`src/rtl/prt_pkg.sv`:
```
package prt_pkg;

    localparam int unsigned MODULUS_BITS_DEFAULT = 17;

    // microprogram store
    localparam int unsigned PC_BITS   = 6;
    localparam int unsigned ROM_DEPTH = 35;

    typedef enum logic [2:0] {
        OP_NEXT   = 3'd0,
        OP_JUMP   = 3'd1,
        OP_BRANCH = 3'd2,
        OP_CALL   = 3'd3,
        OP_RET    = 3'd4
    } seq_op_t;

    typedef enum logic [3:0] {
        C_NONE       = 4'd0,
        C_NO_START   = 4'd1,
        C_P_SMALL    = 4'd2,
        C_SQ_GT_REST = 4'd3,
        C_DIV_BUSY   = 4'd4,
        C_REM_NZ     = 4'd5,
        C_ACC_ONE    = 4'd6,
        C_REST_LE1   = 4'd7,
        C_EXP_ZERO   = 4'd8,
        C_EXP_EVEN   = 4'd9
    } cond_sel_t;

    typedef enum logic [3:0] {
        A_NONE          = 4'd0,
        A_LOAD          = 4'd1,
        A_INIT          = 4'd2,
        A_MUL_Q_Q       = 4'd3,
        A_F_Q           = 4'd4,
        A_REST_QUOT     = 4'd5,
        A_INC_Q         = 4'd6,
        A_F_REST        = 4'd7,
        A_EXP_QUOT      = 4'd8,
        A_BASE_ACC1     = 4'd9,
        A_MUL_ACC_BASE  = 4'd10,
        A_ACC_REM       = 4'd11,
        A_MUL_BASE_BASE = 4'd12,
        A_BASE_SHIFT    = 4'd13,
        A_DONE_ROOT     = 4'd14,
        A_DONE_NOT      = 4'd15
    } action_t;

    typedef enum logic [2:0] {
        DIV_NONE    = 3'd0,
        DIV_REST_Q  = 3'd1,
        DIV_ORDER_F = 3'd2,
        DIV_G_P     = 3'd3,
        DIV_PROD_P  = 3'd4
    } div_sel_t;

    typedef struct packed {
        seq_op_t              op;
        cond_sel_t            cond;
        logic [PC_BITS-1:0]   target;
        action_t              act;
        div_sel_t             div;
    } ctrl_t;

    typedef struct packed {
        logic no_start;
        logic p_small;
        logic sq_gt_rest;
        logic div_busy;
        logic rem_nz;
        logic acc_one;
        logic rest_le1;
        logic exp_zero;
        logic exp_even;
    } flags_t;

    // step addresses
    localparam logic [PC_BITS-1:0] S_IDLE   = 6'd0;
    localparam logic [PC_BITS-1:0] S_INIT   = 6'd1;
    localparam logic [PC_BITS-1:0] S_LOOP   = 6'd2;
    localparam logic [PC_BITS-1:0] S_TEST   = 6'd3;
    localparam logic [PC_BITS-1:0] S_TDIV   = 6'd4;
    localparam logic [PC_BITS-1:0] S_TWAIT  = 6'd5;
    localparam logic [PC_BITS-1:0] S_TCHK   = 6'd6;
    localparam logic [PC_BITS-1:0] S_TPOW   = 6'd7;
    localparam logic [PC_BITS-1:0] S_TRES   = 6'd8;
    localparam logic [PC_BITS-1:0] S_STRIP  = 6'd9;
    localparam logic [PC_BITS-1:0] S_SWAIT  = 6'd10;
    localparam logic [PC_BITS-1:0] S_SCHK   = 6'd11;
    localparam logic [PC_BITS-1:0] S_SDIV   = 6'd12;
    localparam logic [PC_BITS-1:0] S_NEXTQ  = 6'd13;
    localparam logic [PC_BITS-1:0] S_TAIL   = 6'd14;
    localparam logic [PC_BITS-1:0] S_LPOW   = 6'd15;
    localparam logic [PC_BITS-1:0] S_LRES   = 6'd16;
    localparam logic [PC_BITS-1:0] S_LEND   = 6'd17;
    localparam logic [PC_BITS-1:0] S_ROOT   = 6'd18;
    localparam logic [PC_BITS-1:0] S_NOT    = 6'd19;
    localparam logic [PC_BITS-1:0] S_POW    = 6'd20;
    localparam logic [PC_BITS-1:0] S_PW1    = 6'd21;
    localparam logic [PC_BITS-1:0] S_PW2    = 6'd22;
    localparam logic [PC_BITS-1:0] S_PW3    = 6'd23;
    localparam logic [PC_BITS-1:0] S_PW4    = 6'd24;
    localparam logic [PC_BITS-1:0] S_PLOOP  = 6'd25;
    localparam logic [PC_BITS-1:0] S_PBIT   = 6'd26;
    localparam logic [PC_BITS-1:0] S_PMUL   = 6'd27;
    localparam logic [PC_BITS-1:0] S_PMDIV  = 6'd28;
    localparam logic [PC_BITS-1:0] S_PMWAIT = 6'd29;
    localparam logic [PC_BITS-1:0] S_PMACC  = 6'd30;
    localparam logic [PC_BITS-1:0] S_PSQ    = 6'd31;
    localparam logic [PC_BITS-1:0] S_PSDIV  = 6'd32;
    localparam logic [PC_BITS-1:0] S_PSWAIT = 6'd33;
    localparam logic [PC_BITS-1:0] S_PSEND  = 6'd34;

    function automatic ctrl_t mk(input seq_op_t op, input cond_sel_t cond,
                                 input logic [PC_BITS-1:0] target,
                                 input action_t act, input div_sel_t div);
        ctrl_t w;
        w.op     = op;
        w.cond   = cond;
        w.target = target;
        w.act    = act;
        w.div    = div;
        return w;
    endfunction

    // microprogram
    function automatic ctrl_t rom(input logic [PC_BITS-1:0] addr);
        ctrl_t w;
        unique case (addr)
            // wait for a start, latching the operands meanwhile
            S_IDLE:   w = mk(OP_BRANCH, C_NO_START, S_IDLE, A_LOAD, DIV_NONE);
            S_INIT:   w = mk(OP_BRANCH, C_P_SMALL, S_ROOT, A_INIT, DIV_NONE);
            // trial division over q
            S_LOOP:   w = mk(OP_NEXT, C_NONE, S_IDLE, A_MUL_Q_Q, DIV_NONE);
            S_TEST:   w = mk(OP_BRANCH, C_SQ_GT_REST, S_TAIL, A_NONE, DIV_NONE);
            S_TDIV:   w = mk(OP_NEXT, C_NONE, S_IDLE, A_NONE, DIV_REST_Q);
            S_TWAIT:  w = mk(OP_BRANCH, C_DIV_BUSY, S_TWAIT, A_NONE, DIV_NONE);
            S_TCHK:   w = mk(OP_BRANCH, C_REM_NZ, S_NEXTQ, A_NONE, DIV_NONE);
            S_TPOW:   w = mk(OP_CALL, C_NONE, S_POW, A_F_Q, DIV_NONE);
            S_TRES:   w = mk(OP_BRANCH, C_ACC_ONE, S_NOT, A_NONE, DIV_NONE);
            // strip every power of q from rest
            S_STRIP:  w = mk(OP_NEXT, C_NONE, S_IDLE, A_NONE, DIV_REST_Q);
            S_SWAIT:  w = mk(OP_BRANCH, C_DIV_BUSY, S_SWAIT, A_NONE, DIV_NONE);
            S_SCHK:   w = mk(OP_BRANCH, C_REM_NZ, S_NEXTQ, A_NONE, DIV_NONE);
            S_SDIV:   w = mk(OP_JUMP, C_NONE, S_STRIP, A_REST_QUOT, DIV_NONE);
            S_NEXTQ:  w = mk(OP_JUMP, C_NONE, S_LOOP, A_INC_Q, DIV_NONE);
            // leftover prime factor
            S_TAIL:   w = mk(OP_BRANCH, C_REST_LE1, S_ROOT, A_NONE, DIV_NONE);
            S_LPOW:   w = mk(OP_CALL, C_NONE, S_POW, A_F_REST, DIV_NONE);
            S_LRES:   w = mk(OP_BRANCH, C_ACC_ONE, S_NOT, A_NONE, DIV_NONE);
            S_LEND:   w = mk(OP_JUMP, C_NONE, S_ROOT, A_NONE, DIV_NONE);
            S_ROOT:   w = mk(OP_JUMP, C_NONE, S_IDLE, A_DONE_ROOT, DIV_NONE);
            S_NOT:    w = mk(OP_JUMP, C_NONE, S_IDLE, A_DONE_NOT, DIV_NONE);
            // acc = g^(order/f) mod p
            S_POW:    w = mk(OP_NEXT, C_NONE, S_IDLE, A_NONE, DIV_ORDER_F);
            S_PW1:    w = mk(OP_BRANCH, C_DIV_BUSY, S_PW1, A_NONE, DIV_NONE);
            S_PW2:    w = mk(OP_NEXT, C_NONE, S_IDLE, A_EXP_QUOT, DIV_G_P);
            S_PW3:    w = mk(OP_BRANCH, C_DIV_BUSY, S_PW3, A_NONE, DIV_NONE);
            S_PW4:    w = mk(OP_NEXT, C_NONE, S_IDLE, A_BASE_ACC1, DIV_NONE);
            S_PLOOP:  w = mk(OP_RET, C_NONE, S_IDLE, A_NONE, DIV_NONE);
            S_PBIT:   w = mk(OP_BRANCH, C_EXP_EVEN, S_PSQ, A_NONE, DIV_NONE);
            S_PMUL:   w = mk(OP_NEXT, C_NONE, S_IDLE, A_MUL_ACC_BASE, DIV_NONE);
            S_PMDIV:  w = mk(OP_NEXT, C_NONE, S_IDLE, A_NONE, DIV_PROD_P);
            S_PMWAIT: w = mk(OP_BRANCH, C_DIV_BUSY, S_PMWAIT, A_NONE, DIV_NONE);
            S_PMACC:  w = mk(OP_NEXT, C_NONE, S_IDLE, A_ACC_REM, DIV_NONE);
            S_PSQ:    w = mk(OP_NEXT, C_NONE, S_IDLE, A_MUL_BASE_BASE, DIV_NONE);
            S_PSDIV:  w = mk(OP_NEXT, C_NONE, S_IDLE, A_NONE, DIV_PROD_P);
            S_PSWAIT: w = mk(OP_BRANCH, C_DIV_BUSY, S_PSWAIT, A_NONE, DIV_NONE);
            S_PSEND:  w = mk(OP_JUMP, C_NONE, S_PLOOP, A_BASE_SHIFT, DIV_NONE);
            default:  w = mk(OP_JUMP, C_NONE, S_IDLE, A_NONE, DIV_NONE);
        endcase
        return w;
    endfunction

endpackage

```
`src/rtl/prt_divider.sv`:
```
// Restoring divider, one quotient bit per cycle.
// Narrow mode divides the low WIDTH bits, wide mode all 2*WIDTH bits.
module prt_divider #(
    parameter int unsigned WIDTH = prt_pkg::MODULUS_BITS_DEFAULT
) (
    input  logic                 clk,
    input  logic                 rst_n,
    input  logic                 start,
    input  logic                 wide,
    input  logic [2*WIDTH-1:0]   dividend,
    input  logic [WIDTH-1:0]     divisor,
    output logic                 busy,
    output logic [WIDTH-1:0]     quotient,
    output logic [WIDTH-1:0]     remainder
);

    localparam int unsigned DBL_BITS = 2 * WIDTH;
    localparam int unsigned CNT_BITS = $clog2(DBL_BITS + 1);

    logic                busy_reg;
    logic [CNT_BITS-1:0] cnt_reg;
    logic [WIDTH-1:0]    rem_reg;
    logic [WIDTH-1:0]    rem_next;
    logic [DBL_BITS-1:0] dq_reg;
    logic [WIDTH-1:0]    dvs_reg;
    logic [WIDTH:0]      trial;
    logic [WIDTH:0]      diff;
    logic                take;

    assign trial    = {rem_reg, dq_reg[DBL_BITS-1]};
    assign diff     = trial - {1'b0, dvs_reg};
    assign take     = (trial >= {1'b0, dvs_reg});
    assign rem_next = take ? diff[WIDTH-1:0] : trial[WIDTH-1:0];

    always_ff @(posedge clk or negedge rst_n)
    begin
        if (!rst_n)
        begin
            busy_reg <= 1'b0;
            cnt_reg  <= '0;
        end
        else if (start)
        begin
            busy_reg <= 1'b1;
            cnt_reg  <= wide ? CNT_BITS'(DBL_BITS) : CNT_BITS'(WIDTH);
        end
        else if (busy_reg)
        begin
            busy_reg <= (cnt_reg != CNT_BITS'(1));
            cnt_reg  <= cnt_reg - CNT_BITS'(1);
        end
    end

    always_ff @(posedge clk)
    begin
        if (start)
        begin
            rem_reg <= '0;
            dq_reg  <= wide ? dividend : {dividend[WIDTH-1:0], {WIDTH{1'b0}}};
            dvs_reg <= divisor;
        end
        else if (busy_reg)
        begin
            rem_reg <= rem_next;
            dq_reg  <= {dq_reg[DBL_BITS-2:0], take};
        end
    end

    assign busy      = busy_reg;
    assign quotient  = dq_reg[WIDTH-1:0];
    assign remainder = rem_reg;

endmodule

```
`src/rtl/prt_sequencer.sv`:
```
// Step counter, control store and branch unit with a one-deep return register.
module prt_sequencer (
    input  logic            clk,
    input  logic            rst_n,
    input  prt_pkg::flags_t flags,
    output prt_pkg::ctrl_t  ctrl,
    output logic            busy
);

    logic [prt_pkg::PC_BITS-1:0] pc_reg;
    logic [prt_pkg::PC_BITS-1:0] pc_next;
    logic [prt_pkg::PC_BITS-1:0] ret_reg;
    logic [prt_pkg::PC_BITS-1:0] ret_next;
    logic [prt_pkg::PC_BITS-1:0] pc_inc;
    logic                        cond_hit;

    assign ctrl   = prt_pkg::rom(pc_reg);
    assign pc_inc = pc_reg + prt_pkg::PC_BITS'(1);

    always_comb
    begin
        unique case (ctrl.cond)
            prt_pkg::C_NONE:       cond_hit = 1'b0;
            prt_pkg::C_NO_START:   cond_hit = flags.no_start;
            prt_pkg::C_P_SMALL:    cond_hit = flags.p_small;
            prt_pkg::C_SQ_GT_REST: cond_hit = flags.sq_gt_rest;
            prt_pkg::C_DIV_BUSY:   cond_hit = flags.div_busy;
            prt_pkg::C_REM_NZ:     cond_hit = flags.rem_nz;
            prt_pkg::C_ACC_ONE:    cond_hit = flags.acc_one;
            prt_pkg::C_REST_LE1:   cond_hit = flags.rest_le1;
            prt_pkg::C_EXP_ZERO:   cond_hit = flags.exp_zero;
            prt_pkg::C_EXP_EVEN:   cond_hit = flags.exp_even;
            default:               cond_hit = 1'b0;
        endcase
    end

    always_comb
    begin
        ret_next = ret_reg;
        unique case (ctrl.op)
            prt_pkg::OP_NEXT:   pc_next = pc_inc;
            prt_pkg::OP_JUMP:   pc_next = ctrl.target;
            prt_pkg::OP_BRANCH: pc_next = cond_hit ? ctrl.target : pc_inc;
            prt_pkg::OP_CALL:
            begin
                pc_next  = ctrl.target;
                ret_next = pc_inc;
            end
            // return taken once the exponent runs out, else fall into the bit test
            prt_pkg::OP_RET:    pc_next = flags.exp_zero ? ret_reg : pc_inc;
            default:            pc_next = prt_pkg::S_IDLE;
        endcase
    end

    always_ff @(posedge clk or negedge rst_n)
    begin
        if (!rst_n)
        begin
            pc_reg  <= prt_pkg::S_IDLE;
            ret_reg <= prt_pkg::S_IDLE;
        end
        else
        begin
            pc_reg  <= pc_next;
            ret_reg <= ret_next;
        end
    end

    assign busy = (pc_reg != prt_pkg::S_IDLE);

    a_pc_in_rom: assert property (@(posedge clk) disable iff (!rst_n)
        pc_reg < prt_pkg::PC_BITS'(prt_pkg::ROM_DEPTH))
        else $error("step counter left the control store");

    a_ret_target: assert property (@(posedge clk) disable iff (!rst_n)
        (ctrl.op == prt_pkg::OP_RET && flags.exp_zero) |->
        (ret_reg == prt_pkg::S_TRES || ret_reg == prt_pkg::S_LRES))
        else $error("return to a step that is not a call site");

endmodule

```
`src/rtl/primitive_root_test_unit.sv`:
```
// Primitive root test, one item at a time; a transfer is taken when start is high and busy low.
// Work: per trial divisor q up to sqrt(p-1) a square and a division, one more division per factor
// stripped, and per prime factor a call and setup plus a square per exponent bit (and a multiply
// when the bit is set), each product reduced mod p by the bit-serial divider. done pulses one
// cycle with is_root while busy is already low, and the receiver cannot stall.
// Reset: sequencer to idle, done low; datapath not reset.
module primitive_root_test_unit #(
    parameter int unsigned MODULUS_BITS = prt_pkg::MODULUS_BITS_DEFAULT
) (
    input  logic                    clk,
    input  logic                    rst_n,
    input  logic                    start,
    output logic                    busy,
    input  logic [MODULUS_BITS-1:0] modulus,
    input  logic [MODULUS_BITS-1:0] candidate,
    output logic                    done,
    output logic                    is_root
);

    localparam int unsigned W = MODULUS_BITS;
    localparam int unsigned PROD_BITS = 2 * W;

    // operands and working values
    logic [W-1:0]         p_reg;       // modulus
    logic [W-1:0]         g_reg;       // candidate, reduced inside each power
    logic [W-1:0]         order_reg;   // p-1
    logic [W-1:0]         rest_reg;    // p-1 with found factors divided out
    logic [W-1:0]         q_reg;       // trial divisor
    logic [W-1:0]         f_reg;       // prime factor handed to the power routine
    logic [W-1:0]         exp_reg;     // remaining exponent bits
    logic [W-1:0]         base_reg;
    logic [W-1:0]         acc_reg;
    logic [PROD_BITS-1:0] prod_reg;    // registered multiplier output
    logic                 done_reg;
    logic                 is_root_reg;

    prt_pkg::ctrl_t       ctrl;
    prt_pkg::flags_t      flags;

    logic [W-1:0]         mul_a;
    logic [W-1:0]         mul_b;

    logic                 div_start;
    logic                 div_wide;
    logic [PROD_BITS-1:0] div_dividend;
    logic [W-1:0]         div_divisor;
    logic                 div_busy;
    logic [W-1:0]         div_quot;
    logic [W-1:0]         div_rem;

    // Control: step counter walks the microprogram, branching on datapath flags.
    prt_sequencer u_seq (
        .clk   (clk),
        .rst_n (rst_n),
        .flags (flags),
        .ctrl  (ctrl),
        .busy  (busy)
    );

    // Shared divider serves trial division, exponent split and every mod-p reduction.
    prt_divider #(
        .WIDTH (W)
    ) u_div (
        .clk       (clk),
        .rst_n     (rst_n),
        .start     (div_start),
        .wide      (div_wide),
        .dividend  (div_dividend),
        .divisor   (div_divisor),
        .busy      (div_busy),
        .quotient  (div_quot),
        .remainder (div_rem)
    );

    // divider operand select; only products need the full double-width dividend
    always_comb
    begin
        div_start    = 1'b1;
        div_wide     = 1'b0;
        div_dividend = '0;
        div_divisor  = p_reg;
        case (ctrl.div)
            prt_pkg::DIV_REST_Q:
            begin
                div_dividend = {{W{1'b0}}, rest_reg};
                div_divisor  = q_reg;
            end
            prt_pkg::DIV_ORDER_F:
            begin
                div_dividend = {{W{1'b0}}, order_reg};
                div_divisor  = f_reg;
            end
            prt_pkg::DIV_G_P:
            begin
                div_dividend = {{W{1'b0}}, g_reg};
            end
            prt_pkg::DIV_PROD_P:
            begin
                div_wide     = 1'b1;
                div_dividend = prod_reg;
            end
            default:
            begin
                div_start = 1'b0;
            end
        endcase
    end

    // single multiplier, operands muxed by the action field
    always_comb
    begin
        case (ctrl.act)
            prt_pkg::A_MUL_Q_Q:
            begin
                mul_a = q_reg;
                mul_b = q_reg;
            end
            prt_pkg::A_MUL_ACC_BASE:
            begin
                mul_a = acc_reg;
                mul_b = base_reg;
            end
            default:
            begin
                mul_a = base_reg;
                mul_b = base_reg;
            end
        endcase
    end

    // status back to the sequencer
    always_comb
    begin
        flags.no_start   = !start;
        flags.p_small    = (p_reg < W'(2));
        flags.sq_gt_rest = (prod_reg > {{W{1'b0}}, rest_reg});
        flags.div_busy   = div_busy;
        flags.rem_nz     = (div_rem != '0);
        flags.acc_one    = (acc_reg == W'(1));
        flags.rest_le1   = (rest_reg <= W'(1));
        flags.exp_zero   = (exp_reg == '0);
        flags.exp_even   = !exp_reg[0];
    end

    // datapath registers, no reset needed
    always_ff @(posedge clk)
    begin
        case (ctrl.act)
            prt_pkg::A_LOAD:
            begin
                p_reg <= modulus;
                g_reg <= candidate;
            end
            prt_pkg::A_INIT:
            begin
                order_reg <= p_reg - W'(1);
                rest_reg  <= p_reg - W'(1);
                q_reg     <= W'(2);
            end
            prt_pkg::A_MUL_Q_Q,
            prt_pkg::A_MUL_ACC_BASE,
            prt_pkg::A_MUL_BASE_BASE:
            begin
                prod_reg <= PROD_BITS'(mul_a) * PROD_BITS'(mul_b);
            end
            prt_pkg::A_F_Q:       f_reg    <= q_reg;
            prt_pkg::A_REST_QUOT: rest_reg <= div_quot;
            prt_pkg::A_INC_Q:     q_reg    <= q_reg + W'(1);
            prt_pkg::A_F_REST:    f_reg    <= rest_reg;
            prt_pkg::A_EXP_QUOT:  exp_reg  <= div_quot;
            prt_pkg::A_BASE_ACC1:
            begin
                base_reg <= div_rem;
                acc_reg  <= W'(1);
            end
            prt_pkg::A_ACC_REM:   acc_reg  <= div_rem;
            prt_pkg::A_BASE_SHIFT:
            begin
                base_reg <= div_rem;
                exp_reg  <= exp_reg >> 1;
            end
            default:
            begin
            end
        endcase
    end

    // result strobe: one cycle, no backpressure
    always_ff @(posedge clk or negedge rst_n)
    begin
        if (!rst_n)
        begin
            done_reg    <= 1'b0;
            is_root_reg <= 1'b0;
        end
        else
        begin
            done_reg <= (ctrl.act == prt_pkg::A_DONE_ROOT) ||
                        (ctrl.act == prt_pkg::A_DONE_NOT);
            if (ctrl.act == prt_pkg::A_DONE_ROOT)
            begin
                is_root_reg <= 1'b1;
            end
            else if (ctrl.act == prt_pkg::A_DONE_NOT)
            begin
                is_root_reg <= 1'b0;
            end
        end
    end

    assign done    = done_reg;
    assign is_root = is_root_reg;

    a_done_idle: assert property (@(posedge clk) disable iff (!rst_n)
        done |-> !busy)
        else $error("result strobe while an item is still in work");

    a_accept_busy: assert property (@(posedge clk) disable iff (!rst_n)
        (start && !busy) |=> busy)
        else $error("accepted transfer did not start the sequencer");

    a_div_no_overlap: assert property (@(posedge clk) disable iff (!rst_n)
        div_start |-> !div_busy)
        else $error("divider restarted while running");

    a_div_nonzero: assert property (@(posedge clk) disable iff (!rst_n)
        div_start |-> (div_divisor != '0))
        else $error("divide by zero issued");

endmodule
```
`config.mk`:
```
export PLATFORM = sky130hd
export DESIGN_NAME = primitive_root_test_unit
export DESIGN_NICKNAME = d
export VERILOG_FILES = /design/src/rtl/prt_pkg.sv /design/src/rtl/prt_divider.sv /design/src/rtl/prt_sequencer.sv /design/src/rtl/primitive_root_test_unit.sv
export SDC_FILE = /design/constraint.sdc
export NUM_CORES = 1
export LEC_CHECK = 0
export BUFFER_PORTS_ARGS = -buffer_cell sky130_fd_sc_hd__buf_2
export CORE_UTILIZATION = 55
export CTS_BUF_LIST = sky130_fd_sc_hd__clkbuf_4 sky130_fd_sc_hd__clkbuf_8
export DETAILED_ROUTE_END_ITERATION = 8
export PLACE_DENSITY = 0.78
export REMOVE_ABC_BUFFERS = 1
export SKIP_LAST_GASP = 1
export SYNTH_ARGS = -nofsm -noshare
export SYNTH_HDL_FRONTEND = slang
export SYNTH_HIERARCHICAL = 1
export SYNTH_SLANG_ARGS = --single-unit
export TNS_END_PERCENT = 30
```
`constraint.sdc`:
```
create_clock -name clk -period 13.46 [get_ports clk]
set_input_delay 1.346 -clock clk [delete_from_list [all_inputs] [get_ports clk]]
set_output_delay 1.346 -clock clk [all_outputs]
set_load 0.02 [all_outputs]
```
==> flow_metrics.env, run 1 <==
export IMPL_clk_pin_slew_worst_paths_ns=0.07
export IMPL_cp_arrival_ns=10.49
export IMPL_syn_to_final_growth_pct=5.68
export IMPL_ios=40
export IMPL_core_area_sq_mm=0.0444
export IMPL_initialDrtViolationCount=1865
export IMPL_max_freq_mhz=98.4
export IMPL_row_count=77
export IMPL_critPathMaxStageDelay_ns=0.89
export IMPL_cts_buffers=42
export IMPL_routabilityCongestion=1.04
export IMPL_setup_worst_path_start_class="flip-flop"
export IMPL_grt_use_met1=0.396
export IMPL_htreeDepth=2
export IMPL_grt_antenna_before_repair=0
export IMPL_final_hold_viol_count=0
export IMPL_grt_pass1_wl_microns=108000
export IMPL_cts_root_buf="clkbuf_8"
export IMPL_die_x_microns=214
export IMPL_first_pass_iters=8
export IMPL_ys_warn_count=6
export IMPL_end_kind="flip-flop"
export IMPL_cts_hold_buffers=0
export IMPL_syn_avg_cell_area_sq_um=9.86
export IMPL_fin_crit_sh=0.755
export IMPL_clock_sinks=276
export IMPL_cts_repair_resized=0
export IMPL_drtAntennaViolNets=0
export IMPL_maxSlewViolCount=0
export IMPL_vias=18900
export IMPL_skew_ns=0.0244
export IMPL_cts_tree="built"
export IMPL_critical_path_class="reg -> reg"
export IMPL_worst_pin_slew_ns=1.34
export IMPL_gr_usage_met2=0.503
export IMPL_grt_usage=0.304
export IMPL_setup_viol=0
export IMPL_fin_nets=2913
export IMPL_rsz0062_at_grt="no"
export IMPL_final_layout_size_suffix_gt1_frac=0.0909
export IMPL_post_cts_buffers=0
export IMPL_critical_path_top_delay_family="adder cells"
export IMPL_post_drt_wl_per_cell_microns=22.0
export IMPL_portBuffers=39
export IMPL_worst_path_buf_inv=7
export IMPL_drv_cap=0
export IMPL_start_util=0.559
export IMPL_grt_busiest_layer="met2"
export IMPL_die_area_sq_mm=0.0460
export IMPL_overflow=0
export IMPL_finalCriticalPeriod_ns=10.16
export IMPL_crit_fanout=34
export IMPL_dp_hpwl_microns=53300
export IMPL_die_h_microns=214
export IMPL_drc=0
export IMPL_synth_area_sq_mm=0.0248
export IMPL_vias_per_cell=6.06
export IMPL_grt_max_degree=68
export IMPL_grt_use_met3=0.0406
export IMPL_fin_setup_tns_ns=0
export IMPL_antenna_diode_count=0
export IMPL_crit_required_ns=13.79
export IMPL_clockBufferDepth=3
export IMPL_grt_pass1_vias=19400
export IMPL_cp_slowest_cell="a221oi_2"
export IMPL_min_path_type="reg -> reg"
export IMPL_syn_instance_count=2517
export IMPL_routed_wirelength_microns=68800
export IMPL_clk_latency_ns=0.59
export IMPL_status="completed"
export IMPL_relSlewSlack=0.101
layer usage:
layer  routed length, microns  vias to the layer above
met2                    32400                      974
met3                     5470                      217
met4                     3560                        0
li1                         -                     8496
met1                    27300                     9220
met5                        0                        -
worst paths after layout:
kind	startpoint	end	slack, ns	cells past startpoint
worst max-delay path	u_seq/pc_reg[0]	prod_reg[32]	3.30	31
worst min-delay path	u_seq/ret_reg[2]	u_seq/ret_reg[2]	0.49	2
worst max register to register	u_seq/pc_reg[0]	prod_reg[32]	3.30	31
worst min register to register	u_seq/ret_reg[2]	u_seq/ret_reg[2]	0.49	2
max in group asynchronous	rst_n	is_root	12.39	1
min in group asynchronous	rst_n	u_seq/pc_reg[0]	0.72	1
cells in the final DEF, fill, tap and decap left out, types with 28 or more instances in the layout:
master and instances:
a21oi_1 93, ha_1 154, nand2_1 293, a221o_1 36, xor2_1 36, a21o_1 37, fa_1 225, buf_2 39
inv_1 364, buf_4 30, o21ai_0 80, clkbuf_8 42, edfxtp_1 238, and2_1 42, nand3_1 39, xnor2_1 42
mux2_2 34, nor2_1 232, mux2i_1 34, and3_1 28
final cells by class:
class	count	area [sq um]
Inverter	368	1380
Sequential cell	276	8010
Tap cell	592	741
Clock buffer	50	638
Timing Repair Buffer	69	420
Multi-Input combinational cell	1740	14800
Fill cell	3686	18200
Clock inverter	27	258
worst register-to-register path: cells and delay by family (launching register included):
kind	cells	cell delay (ns)
fa+ha+maj	8	3.99
compound gates	8	2.32
simple gates	6	1.53
buf+inv	7	1.08
flops	1	0.62
mux	1	0.26
xor+xnor	1	0.10
stage by stage:
step	cell area [sq um]	util	setup WS (ns)	hold slack [ns]	instances
global placement	25300	0.571	3.85	0.468	3045
floorplan	24100	-	3.34	0.451	2384
detailed placement	25300	0.571	3.53	0.477	3045
global route	26200	0.591	2.89	0.515	3122
finish	26200	0.591	3.30	0.489	3122
CTS	26200	0.591	3.49	0.491	3122
Power of run 1 is left out: the tool's default activity adds up to more than one toggle a clock period on the data nets, which glitch-free logic cannot reach.
==> run 2, diff against run 1 <==
==> constraint.sdc (replaced) <==
create_clock -name clk -period 10.6 [get_ports clk]
set_input_delay 1.06 -clock clk [delete_from_list [all_inputs] [get_ports clk]]
set_output_delay 1.06 -clock clk [all_outputs]
set_load 0.02 [all_outputs]
==> run 2 against run 1 <==
Sequential share of layout area shrank 0.18 points. Design area is 0.60% higher. Highest routed layer unchanged. Register-to-register slack got worse by 2.4 ns. Critical path type unchanged. Clock skew up 0.0018 ns.
==> flow_metrics.env, run 2 (synthesis gave the netlist of run 1 again) <==
export IMPL_met1_length_microns=28200
export IMPL_start_util=0.559
export IMPL_layout_setup_ws_ns=0.914
export IMPL_final_hold_viol_count=0
export IMPL_hold_slack_ns=0.422
export IMPL_final_layout_size_suffix_gt1_frac=0.0998
export IMPL_maxSlewViolCount=0
export IMPL_finalCriticalPeriod_ns=9.69
export IMPL_r2r_end="prod_reg[30]"
export IMPL_grt_usage=0.306
export IMPL_cts_tree="built"
export IMPL_rrSetupSlack_ns=0.91
export IMPL_grt_max_degree=49
export IMPL_overflow=0
export IMPL_setup_viol=0
export IMPL_cts_buffers=44
export IMPL_fin_setup_tns_ns=0
export IMPL_cts_repair_resized=0
export IMPL_clk_latency_ns=0.60
export IMPL_worst_path_most_repeated_cell="fa_1"
export IMPL_grt_pass1_wl_microns=109000
export IMPL_die_h_microns=214
export IMPL_cp_slowest_cell="nor2_4"
export IMPL_wl_met3_microns=4890
export IMPL_crit_fanout=34
export IMPL_drc=0
export IMPL_relSlewSlack=0.225
export IMPL_fillCellCount=3819
export IMPL_syn_to_final_growth_pct=6.32
export IMPL_ios=40
export IMPL_max_freq_mhz=103
export IMPL_final_common_cell="inv_1"
export IMPL_fin_crit_sh=0.914
export IMPL_r2r_start="u_seq/pc_reg[1]"
export IMPL_status="completed"
export IMPL_initialDrtViolationCount=2060
export IMPL_dp_hpwl_microns=53900
export IMPL_highest_layer="met4"
export IMPL_htreeDepth=2
export IMPL_met2WireLength_microns=32300
export IMPL_post_cts_buffers=0
export IMPL_clk_pin_slew_worst_paths_ns=0.07
export IMPL_row_count=77
export IMPL_vias=19000
export IMPL_critical_path_class="reg -> reg"
export IMPL_crit_required_ns=10.93
export IMPL_grt_antenna_before_repair=0
export IMPL_dp_slack_ns=1.09
export IMPL_routed_wirelength_microns=68700
export IMPL_vias_per_cell=6.04
export IMPL_post_dp_cell_area_sq_mm=0.0255
export IMPL_die_area_sq_mm=0.0460
export IMPL_antenna_diode_count=0
export IMPL_portBuffers=39
export IMPL_rsz0062_at_grt="no"
export IMPL_reg2reg_depth=29
export IMPL_fin_nets=2938
export IMPL_fin_area_sq_mm=0.0264
export IMPL_setup_worst_path_start_class="flip-flop"
export IMPL_clock_sinks=276
export IMPL_cts_root_buf="clkbuf_8"
export IMPL_drv_cap=0
export IMPL_min_path_type="in -> async"
export IMPL_critPathMaxStageDelay_ns=0.85
export IMPL_routabilityCongestion=1.02
export IMPL_final_cell_mix="inv_1 (364), nand2_1 (293), edfxtp_1 (238), nor2_1 (232), fa_1 (225)"
export IMPL_drtAntennaViolNets=0
export IMPL_worst_pin_slew_ns=1.16
export IMPL_skew_ns=0.0262
export IMPL_cts_hold_buffers=0
export IMPL_die_x_microns=214
export IMPL_grt_pass1_vias=19200
export IMPL_end_kind="flip-flop"
export IMPL_first_pass_iters=6
export IMPL_core_area_sq_mm=0.0444
export IMPL_clockBufferDepth=3
export IMPL_post_drt_wl_per_cell_microns=21.8
export IMPL_cp_arrival_ns=10.02
==> run 2: cell types whose count changed in the layout (fill, tap and decap cells not counted), sizes merged <==
cell	delta
buf	+23
bufinv	-2
clkbuf	+6
clkinv	-3
clkinvlp	+1
inv	-1
==> run 2: area by class of cell <==
cell class | count | area (sq um) | share of cell area
Sequential cell | 276 | 8010 | 0.304
Clock buffer | 56 | 708 | 0.0268
Clock inverter | 22 | 173 | 0.00654
Inverter | 368 | 1380 | 0.0523
Tap cell | 592 | 741 | 0.0281
Multi-Input combinational cell | 1740 | 14800 | 0.560
Timing Repair Buffer | 92 | 593 | 0.0225
==> run 2: worst max path at each step <==
stage,slack [ns],cells after the start,startpoint,end
3_3_place_gp,1.15,31,u_seq/pc_reg[0],prod_reg[30]
2_1_floorplan,0.48,27,u_seq/pc_reg[0],prod_reg[32]
5_1_grt,0.30,29,u_seq/pc_reg[1],prod_reg[22]
3_5_place_dp,1.09,31,u_seq/pc_reg[0],prod_reg[30]
6_report,0.91,29,u_seq/pc_reg[1],prod_reg[30]
4_1_cts,1.02,31,u_seq/pc_reg[0],prod_reg[30]
==> run 2: worst max-delay path, delay by kind of cell, from the launching register on <==
family,cells,cell delay (ns)
xor gates and xnor gates,1,0.11
DFF,1,0.53
and+or+nand+nor,5,1.72
adders and majority gates,8,3.91
buffers and inverters,7,0.86
AOI/OAI and AO/OA,8,2.26
==> run 2: per-stage QoR <==
stage | utilization | cells
after floorplan | - | 2384
after global placement | 0.574 | 3068
after detailed placement | 0.574 | 3068
after CTS | 0.594 | 3146
after global routing | 0.594 | 3146
final | 0.594 | 3146
==> run 2: metal layers <==
metal,global-route usage,vias up
met4,0.138,0
met1,0.411,9360
met5,0,-
li1,-,8549
met2,0.499,894
met3,0.0363,186
Power of run 2 is left out for the same reason.
